`src/rtl/core/stack_with_undo_log_top_defines.svh`:
```
// ----------------------------------------------------------------------------
// Stack with undo log: assertion macros
// Shared macros for the concurrent checks in the RTL.
// ----------------------------------------------------------------------------
`ifndef STACK_WITH_UNDO_LOG_TOP_DEFINES_SVH
`define STACK_WITH_UNDO_LOG_TOP_DEFINES_SVH

// The consequent must hold in the same cycle as the antecedent.
`define SWUL_ASSERT_NOW(lbl, clk, rst_n, ante, cons, msg) \
  lbl: assert property (@(posedge clk) disable iff (!rst_n) (ante) |-> (cons)) \
    else $error(msg);

// The consequent must hold in the cycle after the antecedent.
`define SWUL_ASSERT_NEXT(lbl, clk, rst_n, ante, cons, msg) \
  lbl: assert property (@(posedge clk) disable iff (!rst_n) (ante) |=> (cons)) \
    else $error(msg);

`endif

```
`src/rtl/core/swul_pkg.sv`:
```
// ----------------------------------------------------------------------------
// Stack with undo log: package
// Request and status codes, record layout and controller states.
// ----------------------------------------------------------------------------
package swul_pkg;

  localparam int VALUE_W = 32;
  localparam int REC_W   = VALUE_W + 1;
  localparam int DEPTH_W = 7;

  typedef enum logic [1:0] {
    REQ_PUSH = 2'd0,
    REQ_PEEK = 2'd1,
    REQ_POP  = 2'd2,
    REQ_UNDO = 2'd3
  } req_kind_t;

  typedef enum logic [1:0] {
    ST_OK      = 2'd0,
    ST_EMPTY   = 2'd1,
    ST_FULL    = 2'd2,
    ST_NO_UNDO = 2'd3
  } status_t;

  // Bit VALUE_W of a history record tells which operation it logged.
  localparam logic KIND_PUSH = 1'b0;
  localparam logic KIND_POP  = 1'b1;

  typedef enum logic {
    S_IDLE,
    S_EXEC
  } swul_state_t;

endpackage

```
`src/rtl/core/swul_ram.sv`:
```
// ----------------------------------------------------------------------------
// Stack with undo log: generic RAM
// One write port and one read port, read data registered.
// ----------------------------------------------------------------------------
module swul_ram #(
  parameter int WIDTH = 32,
  parameter int DEPTH = 64
) (
  input  logic                     clk,
  input  logic                     we,
  input  logic [$clog2(DEPTH)-1:0] waddr,
  input  logic [WIDTH-1:0]         wdata,
  input  logic                     re,
  input  logic [$clog2(DEPTH)-1:0] raddr,
  output logic [WIDTH-1:0]         rdata
);

  logic [WIDTH-1:0] mem [DEPTH];

  always_ff @(posedge clk) begin
    if (we) begin
      mem[waddr] <= wdata;
    end
    if (re) begin
      rdata <= mem[raddr];
    end
  end

endmodule

```
`src/rtl/core/stack_with_undo_log_top.sv`:
```
// ----------------------------------------------------------------------------
// Stack with undo log: top level
// Bounded stack of signed words with a ring of push and pop records that an
// undo request replays backwards.
// ----------------------------------------------------------------------------
//  Channel  Direction  Handshake           Payload
//  in_      input      in_valid/in_ready   in_req_type, in_push_value
//  out_     output     out_valid/out_ready out_status, out_result_value,
//                                          out_depth_now
//
// Each request is handled in two steps: the first reads the stack top and the newest
// history record from their RAMs, the second updates and writes back.
// Reset is synchronous and active low; both RAMs need no clearing since only
// written entries are ever read.
// A result waiting in the output register does not block the next request;
// only the update cycle waits when the output register is still full.
// ----------------------------------------------------------------------------
`include "stack_with_undo_log_top_defines.svh"

module stack_with_undo_log_top #(
  parameter int STACK_DEPTH   = 64,
  parameter int HISTORY_DEPTH = 64
) (
  input  logic        clk,
  input  logic        rst_n,
  input  logic        in_valid,
  output logic        in_ready,
  input  logic [1:0]  in_req_type,
  input  logic signed [31:0] in_push_value,
  output logic        out_valid,
  input  logic        out_ready,
  output logic [1:0]  out_status,
  output logic signed [31:0] out_result_value,
  output logic [6:0]  out_depth_now
);

  localparam int SAW = $clog2(STACK_DEPTH);
  localparam int CW  = $clog2(STACK_DEPTH + 1);
  localparam int HAW = $clog2(HISTORY_DEPTH);
  localparam int HCW = $clog2(HISTORY_DEPTH + 1);
  localparam int VW  = swul_pkg::VALUE_W;
  localparam int RW  = swul_pkg::REC_W;
  localparam int DW  = swul_pkg::DEPTH_W;

  localparam logic [CW-1:0]  STACK_FULL = CW'(STACK_DEPTH);
  localparam logic [HCW-1:0] HIST_FULL  = HCW'(HISTORY_DEPTH);
  localparam logic [HAW-1:0] HEAD_LAST  = HAW'(HISTORY_DEPTH - 1);

  swul_pkg::swul_state_t state_r, state_nxt;
  swul_pkg::req_kind_t   req_r;
  logic [VW-1:0]         push_r;
  logic [CW-1:0]         count_r, count_nxt;
  logic [HAW-1:0]        head_r, head_nxt;
  logic [HCW-1:0]        hcount_r, hcount_nxt;

  logic                  out_valid_r;
  swul_pkg::status_t     out_status_r, status_nxt;
  logic [VW-1:0]         out_value_r, result_nxt;
  logic [DW-1:0]         out_depth_r;

  logic                  in_fire;
  logic                  out_free;
  logic                  exec_done;
  logic [CW-1:0]         count_m1;
  logic [HAW-1:0]        head_prev;

  logic                  v_we;
  logic [SAW-1:0]        v_waddr;
  logic [VW-1:0]         v_wdata;
  logic [VW-1:0]         v_rdata;
  logic                  h_we;
  logic [RW-1:0]         h_wdata;
  logic [RW-1:0]         h_rdata;
  logic [DW+CW-1:0]      depth_ext;

  assign in_ready  = (state_r == swul_pkg::S_IDLE);
  assign in_fire   = in_valid && in_ready;
  assign out_free  = !out_valid_r || out_ready;
  assign exec_done = (state_r == swul_pkg::S_EXEC) && out_free;
  assign count_m1  = count_r - 1'b1;
  assign head_prev = (head_r == '0) ? HEAD_LAST : head_r - 1'b1;

  swul_ram #(
    .WIDTH (VW),
    .DEPTH (STACK_DEPTH)
  ) u_value_ram (
    .clk   (clk),
    .we    (v_we),
    .waddr (v_waddr),
    .wdata (v_wdata),
    .re    (in_fire),
    .raddr (count_m1[SAW-1:0]),
    .rdata (v_rdata)
  );

  swul_ram #(
    .WIDTH (RW),
    .DEPTH (HISTORY_DEPTH)
  ) u_history_ram (
    .clk   (clk),
    .we    (h_we),
    .waddr (head_r),
    .wdata (h_wdata),
    .re    (in_fire),
    .raddr (head_prev),
    .rdata (h_rdata)
  );

  always_ff @(posedge clk) begin
    if (!rst_n) begin
      state_r <= swul_pkg::S_IDLE;
    end else begin
      state_r <= state_nxt;
    end
  end

  always_comb begin
    state_nxt  = state_r;
    count_nxt  = count_r;
    head_nxt   = head_r;
    hcount_nxt = hcount_r;
    status_nxt = swul_pkg::ST_OK;
    result_nxt = '0;
    v_we       = 1'b0;
    v_waddr    = count_r[SAW-1:0];
    v_wdata    = push_r;
    h_we       = 1'b0;
    h_wdata    = {swul_pkg::KIND_PUSH, push_r};

    unique case (state_r)
      swul_pkg::S_IDLE: begin
        if (in_fire) begin
          state_nxt = swul_pkg::S_EXEC;
        end
      end
      swul_pkg::S_EXEC: begin
        unique case (req_r)
          swul_pkg::REQ_PUSH: begin
            if (count_r == STACK_FULL) begin
              status_nxt = swul_pkg::ST_FULL;
            end else begin
              v_we      = 1'b1;
              count_nxt = count_r + 1'b1;
              h_we      = 1'b1;
            end
          end
          swul_pkg::REQ_PEEK: begin
            if (count_r == '0) begin
              status_nxt = swul_pkg::ST_EMPTY;
            end else begin
              result_nxt = v_rdata;
            end
          end
          swul_pkg::REQ_POP: begin
            if (count_r == '0) begin
              status_nxt = swul_pkg::ST_EMPTY;
            end else begin
              count_nxt  = count_m1;
              result_nxt = v_rdata;
              h_we       = 1'b1;
              h_wdata    = {swul_pkg::KIND_POP, v_rdata};
            end
          end
          swul_pkg::REQ_UNDO: begin
            if (hcount_r == '0) begin
              status_nxt = swul_pkg::ST_NO_UNDO;
            end else begin
              // The record is consumed even when its reversal is impossible.
              head_nxt   = head_prev;
              hcount_nxt = hcount_r - 1'b1;
              if (h_rdata[VW] == swul_pkg::KIND_PUSH) begin
                if (count_r == '0) begin
                  status_nxt = swul_pkg::ST_EMPTY;
                end else begin
                  count_nxt  = count_m1;
                  result_nxt = h_rdata[VW-1:0];
                end
              end else begin
                if (count_r == STACK_FULL) begin
                  status_nxt = swul_pkg::ST_FULL;
                end else begin
                  v_we       = 1'b1;
                  v_wdata    = h_rdata[VW-1:0];
                  count_nxt  = count_r + 1'b1;
                  result_nxt = h_rdata[VW-1:0];
                end
              end
            end
          end
          default: begin
          end
        endcase

        if (h_we) begin
          head_nxt   = (head_r == HEAD_LAST) ? '0 : head_r + 1'b1;
          hcount_nxt = (hcount_r == HIST_FULL) ? hcount_r : hcount_r + 1'b1;
        end

        // Hold everything until the output register can take the result.
        if (exec_done) begin
          state_nxt = swul_pkg::S_IDLE;
        end else begin
          count_nxt  = count_r;
          head_nxt   = head_r;
          hcount_nxt = hcount_r;
          v_we       = 1'b0;
          h_we       = 1'b0;
        end
      end
      default: begin
        state_nxt = swul_pkg::S_IDLE;
      end
    endcase
  end

  assign depth_ext = {{DW{1'b0}}, count_nxt};

  always_ff @(posedge clk) begin
    if (!rst_n) begin
      count_r     <= '0;
      head_r      <= '0;
      hcount_r    <= '0;
      out_valid_r <= 1'b0;
    end else begin
      count_r  <= count_nxt;
      head_r   <= head_nxt;
      hcount_r <= hcount_nxt;
      if (exec_done) begin
        out_valid_r <= 1'b1;
      end else if (out_ready) begin
        out_valid_r <= 1'b0;
      end
    end
  end

  always_ff @(posedge clk) begin
    if (in_fire) begin
      req_r  <= swul_pkg::req_kind_t'(in_req_type);
      push_r <= in_push_value;
    end
    if (exec_done) begin
      out_status_r <= status_nxt;
      out_value_r  <= result_nxt;
      out_depth_r  <= depth_ext[DW-1:0];
    end
  end

  assign out_valid        = out_valid_r;
  assign out_status       = out_status_r;
  assign out_result_value = out_value_r;
  assign out_depth_now    = out_depth_r;

  `SWUL_ASSERT_NOW(a_count_bound, clk, rst_n, 1'b1, count_r <= STACK_FULL, "stack count out of range")
  `SWUL_ASSERT_NOW(a_hcount_bound, clk, rst_n, 1'b1, hcount_r <= HIST_FULL, "history count out of range")
  `SWUL_ASSERT_NEXT(a_fire_to_exec, clk, rst_n, in_fire, state_r == swul_pkg::S_EXEC, "request not executed")
  `SWUL_ASSERT_NEXT(a_count_hold, clk, rst_n, !exec_done, $stable(count_r), "stack count moved without a result")

endmodule

```
`config.mk`:
```
export PLATFORM = sky130hd
export DESIGN_NAME = stack_with_undo_log_top
export DESIGN_NICKNAME = d
export VERILOG_FILES = /design/src/rtl/core/swul_pkg.sv /design/src/rtl/core/swul_ram.sv /design/src/rtl/core/stack_with_undo_log_top.sv
export VERILOG_INCLUDE_DIRS = /design/src /design/src/rtl/core
export SDC_FILE = /design/constraint.sdc
export NUM_CORES = 2
export LEC_CHECK = 0
export BUFFER_PORTS_ARGS = -buffer_cell sky130_fd_sc_hd__buf_4
export CAP_MARGIN = 20
export CORE_MARGIN = 10
export CORE_UTILIZATION = 43
export CTS_CLUSTER_DIAMETER = 120
export CTS_CLUSTER_SIZE = 14
export DETAILED_ROUTE_END_ITERATION = 10
export GPL_TIMING_DRIVEN = 1
export PLACE_DENSITY = 0.56
export SLEW_MARGIN = 40
export SYNTH_ARGS = -nofsm -noshare
export SYNTH_HDL_FRONTEND = slang
export SYNTH_MEMORY_MAX_BITS = 65536
export SYNTH_SLANG_ARGS = --single-unit
```
`constraint.sdc`:
```
create_clock -name clk -period 7.48 [get_ports clk]
set_clock_uncertainty 0.15 [all_clocks]
set_input_delay 1.496 -clock clk [delete_from_list [all_inputs] [get_ports clk]]
set_output_delay 1.496 -clock clk [all_outputs]
set_load 0.01 [all_outputs]
```
==> flow_metrics.py <==
metrics = {
    "critical_path": {
        "cp_num_buf_inv": 4,
        "worst_setup_path_end_kind": "register",
        "crit_type": "register to register",
        "cpPeakStageDelay_ns": 0.82,
        "arrival_ns": 5.91,
        "critPathLaunchType": "register",
        "crit_family": "simple AND/OR/NAND/NOR gates",
        "worst_path_most_repeated_cell": "buf_4",
        "r2r_slack_ns": 2.05,
        "rr_startpoint": "count_r[0]$_SDFF_PN0_",
        "crit_chain": "inv_1 -> ha_4 -> nor2b_1 -> a31oi_1 -> o22ai_4 -> buf_4 -> nor2_1 -> buf_4 -> nand2_1 -> nor2_4 -> buf_4",
        "worst_ep_required_time_ns": 7.96,
        "setup.worst_path.start": "count_r[0]$_SDFF_PN0_",
        "cp_slowest_cell": "dfxtp_4",
        "cp_max_fo": 32,
    },
    "floorplanning": {
        "die_area_um2": 414000,
        "rows": 228,
        "initial_core_util_pct": 43.3,
        "core_area_um2": 386000,
        "chipWidth_um": 643,
        "die_h_um": 643,
        "io_pins": 81,
    },
    "sta": {
        "finalMaxSlewViolations": 0,
        "hold_viol_final": 0,
        "setup_viol": 0,
        "period_share_pct": 72.6,
        "rsz0062_at_grt": "false",
        "fin_tns_setup_ns": 0,
        "worst_pin_slew_ns": 0.884,
        "period_minus_slack_ns": 5.43,
        "slew_headroom_pct": 40.9,
        "fmaxAchievable_mhz": 184,
    },
    "synth": {
        "muxShareOfSynthArea_pct": 11.3,
        "syn-num-nets": 9283,
        "netlist_instances": 9231,
        "yosys.area_share.simple_pct": 6.24,
        "ys_ff_latch": 4322,
        "synth_edf_count": 4300,
        "synthTopCellsByArea": "edfxtp_1 77%, mux4_2 9.2%, nand2_1 3.6%",
        "synthXorXnorAreaFrac_pct": 0.108,
        "async_flop_share_pct": 0,
        "synth_top_family_by_area": "multiplexers",
        "synth_flop_cell": "edfxtp_1",
        "synth_area_leader_cell": "edfxtp_1",
        "yosys.cell_types.count": 79,
        "yosysWarnings": 0,
        "synth_area_um2": 167000,
        "synthAdderAreaFrac_pct": 0.109,
        "synth_top_area_share_pct": 77.3,
        "synth-compound-area-share_pct": 3.12,
        "ys_seq_area_share_pct": 77.5,
        "syn_avg_cell_area_um2": 18.1,
    },
    "detailed_routing": {
        "drt_wl_total_um": 465000,
        "dr.pass1.iters": 7,
        "route.detailed.drc": 0,
        "vias": 87600,
        "drt_iter0_markers": 9383,
        "via_per_inst": 5.96,
        "detail-route-antenna-nets": 0,
        "wl_per_cell_um": 31.6,
    },
    "cts": {
        "cts-resized-gates": 0,
        "clk_pin_slew_ns": 0.07,
        "hold_buffers": 0,
        "postCtsSetupBuffers": 0,
        "htreeDepth": 5,
        "clk-insertion-delay-late_ns": 0.96,
        "root_buffer": "clkbuf_16",
        "clk_path_buf_depth": 4,
        "cts_tree": "done",
        "cts.sinks": 4322,
        "cts_buffers": 347,
    },
    "final_layout": {
        "final_cells": 14700,
        "fin_nets": 9532,
        "drive_above_1_share_pct": 18.5,
        "area_delta_synth_final_pct": 11.6,
    },
    "power_and_ir_drop": {
        "powerDensity_nw_per_um2": 255,
        "p_leak_uw": 0.0566,
        "vdd_drop_max_uv": 198,
        "power.total_uw": 47500,
    },
    "grt": {
        "antenna_found_initial": 18,
        "grt_pass1_vias": 87300,
        "grt_max_degree": 175,
        "grt_usage_pct": 21.8,
        "overflow": 0,
        "grt_pass1_wl_um": 661000,
    },
    "placed_design": {
        "portBuffers": 80,
        "place_inst": 14300,
        "place_hpwl_um": 273000,
        "routabilityCongestion": 0.818,
    },
    "hold_path": {
        "hold_path.class": "register to register",
        "min-delay-start": "hcount_r[3]$_SDFFE_PN0P_",
    },
    "job": {
        "drv_cap": 0,
    },
    "outcome": {
        "outcome": "finished, final reports clean",
    },
}
-- state kept, by name, summed over array words and instances, names as in the netlist --
signal / cells
out_depth_now: 7
out_valid: 1
req_r: 2
head_r: 6
u_history_ram.rdata: 33
count_r: 7
u_value_ram.rdata: 32
push_r: 32
u_history_ram.mem: 2112
out_result_value: 32
u_value_ram.mem: 2048
out_status: 2
hcount_r: 7
state_r: 1
-- cell usage in the layout (no fill, tap or decap), types with 90 or more instances in the layout --
cell / instances
a21oi_1: 364
a31oi_1: 93
buf_4: 322
clkbuf_16: 357
edfxtp_1: 4300
mux2i_1: 302
mux4_2: 680
nand2_1: 1548
nand3_1: 321
nand4_1: 90
nor2_4: 127
nor4_1: 108
o22ai_1: 128
-- metal layers --
layer  GRT usage [%]  part of all wire, %  vias to the layer above
met1            29.5                   40                    46500
met3            2.92                  6.7                      687
met5               0                0.017                        -
met4            6.14                  3.1                       14
li1                -                    -                    36900
met2            37.1                   50                     3566
-- path summary, 6_finish.rpt --
kind,end,cells after the start
worst min register to register,hcount_r[3]$_SDFFE_PN0P_,2
worst max-delay path,u_history_ram.mem[7][24]$_DFFE_PP_,11
worst max register to register,u_history_ram.mem[7][24]$_DFFE_PP_,11
worst min-delay path,hcount_r[3]$_SDFFE_PN0P_,2
-- per-stage QoR --
stage | util, % | setup slack (ns) | hold WS [ns] | area, µm²
2_1_floorplan | - | 0.955 | 0.351 | 167000
3_3_place_gp | 45.4 | 2.01 | 0.372 | 176000
3_5_place_dp | 45.8 | 2.04 | 0.392 | 177000
4_1_cts | 48.2 | 2.05 | 0.402 | 186000
5_1_grt | 48.3 | 1.90 | 0.431 | 186000
6_report | 48.3 | 2.05 | 0.401 | 186000
-- power by group --
part	internal [µW]	switching, µW	leakage (µW)
Clock	8510	8090	0.00454
Combinational	1110	2730	0.0132
Sequential	26900	188	0.0388
-- worst reg2reg max path: stages, from the launching register on --
cell and delay [ns]:
dfxtp_4 0.82, inv_1 0.28, ha_4 0.27, nor2b_1 0.20, a31oi_1 0.47, o22ai_4 0.14
buf_4 0.29, nor2_1 0.72, buf_4 0.31, nand2_1 0.40, nor2_4 0.71, buf_4 0.38
-- kinds of logic after synthesis --
kind of cell    count (synthesis)
xor+xnor                       18
simple gates                 2440
fa+ha+maj                      14
buf+inv                       563
mux                          1023
compound gates                851
flops                        4322
-- final cells by class --
| class | count | area [µm²] |
|---|---|---|
| Antenna cell | 6 | 15.0 |
| Clock buffer | 377 | 9010 |
| Clock inverter | 19 | 240 |
| Fill cell | 31900 | 200000 |
| Inverter | 23 | 87.6 |
| Multi-Input combinational cell | 4346 | 36200 |
| Sequential cell | 4322 | 130000 |
| Tap cell | 5175 | 6470 |
| Timing Repair Buffer | 440 | 4880 |
-- cell usage after synthesis (17+ instances only) --
cell type / count
inv_1: 23
clkbuf_1: 165
nand2_1: 1586
a31oi_1: 93
buf_2: 243
a21oi_1: 366
mux2_2: 41
edfxtp_1: 4300
nand3_1: 328
o22ai_1: 129
or4_1: 17
a22oi_1: 43
dfxtp_1: 22
a32oi_1: 57
buf_4: 63
nor2_1: 192
mux2i_1: 302
buf_1: 61
mux4_2: 680
o21ai_0: 64
nand4_1: 90
nor4_1: 110
nor3_1: 44
Power figures use the tool's default switching activity.
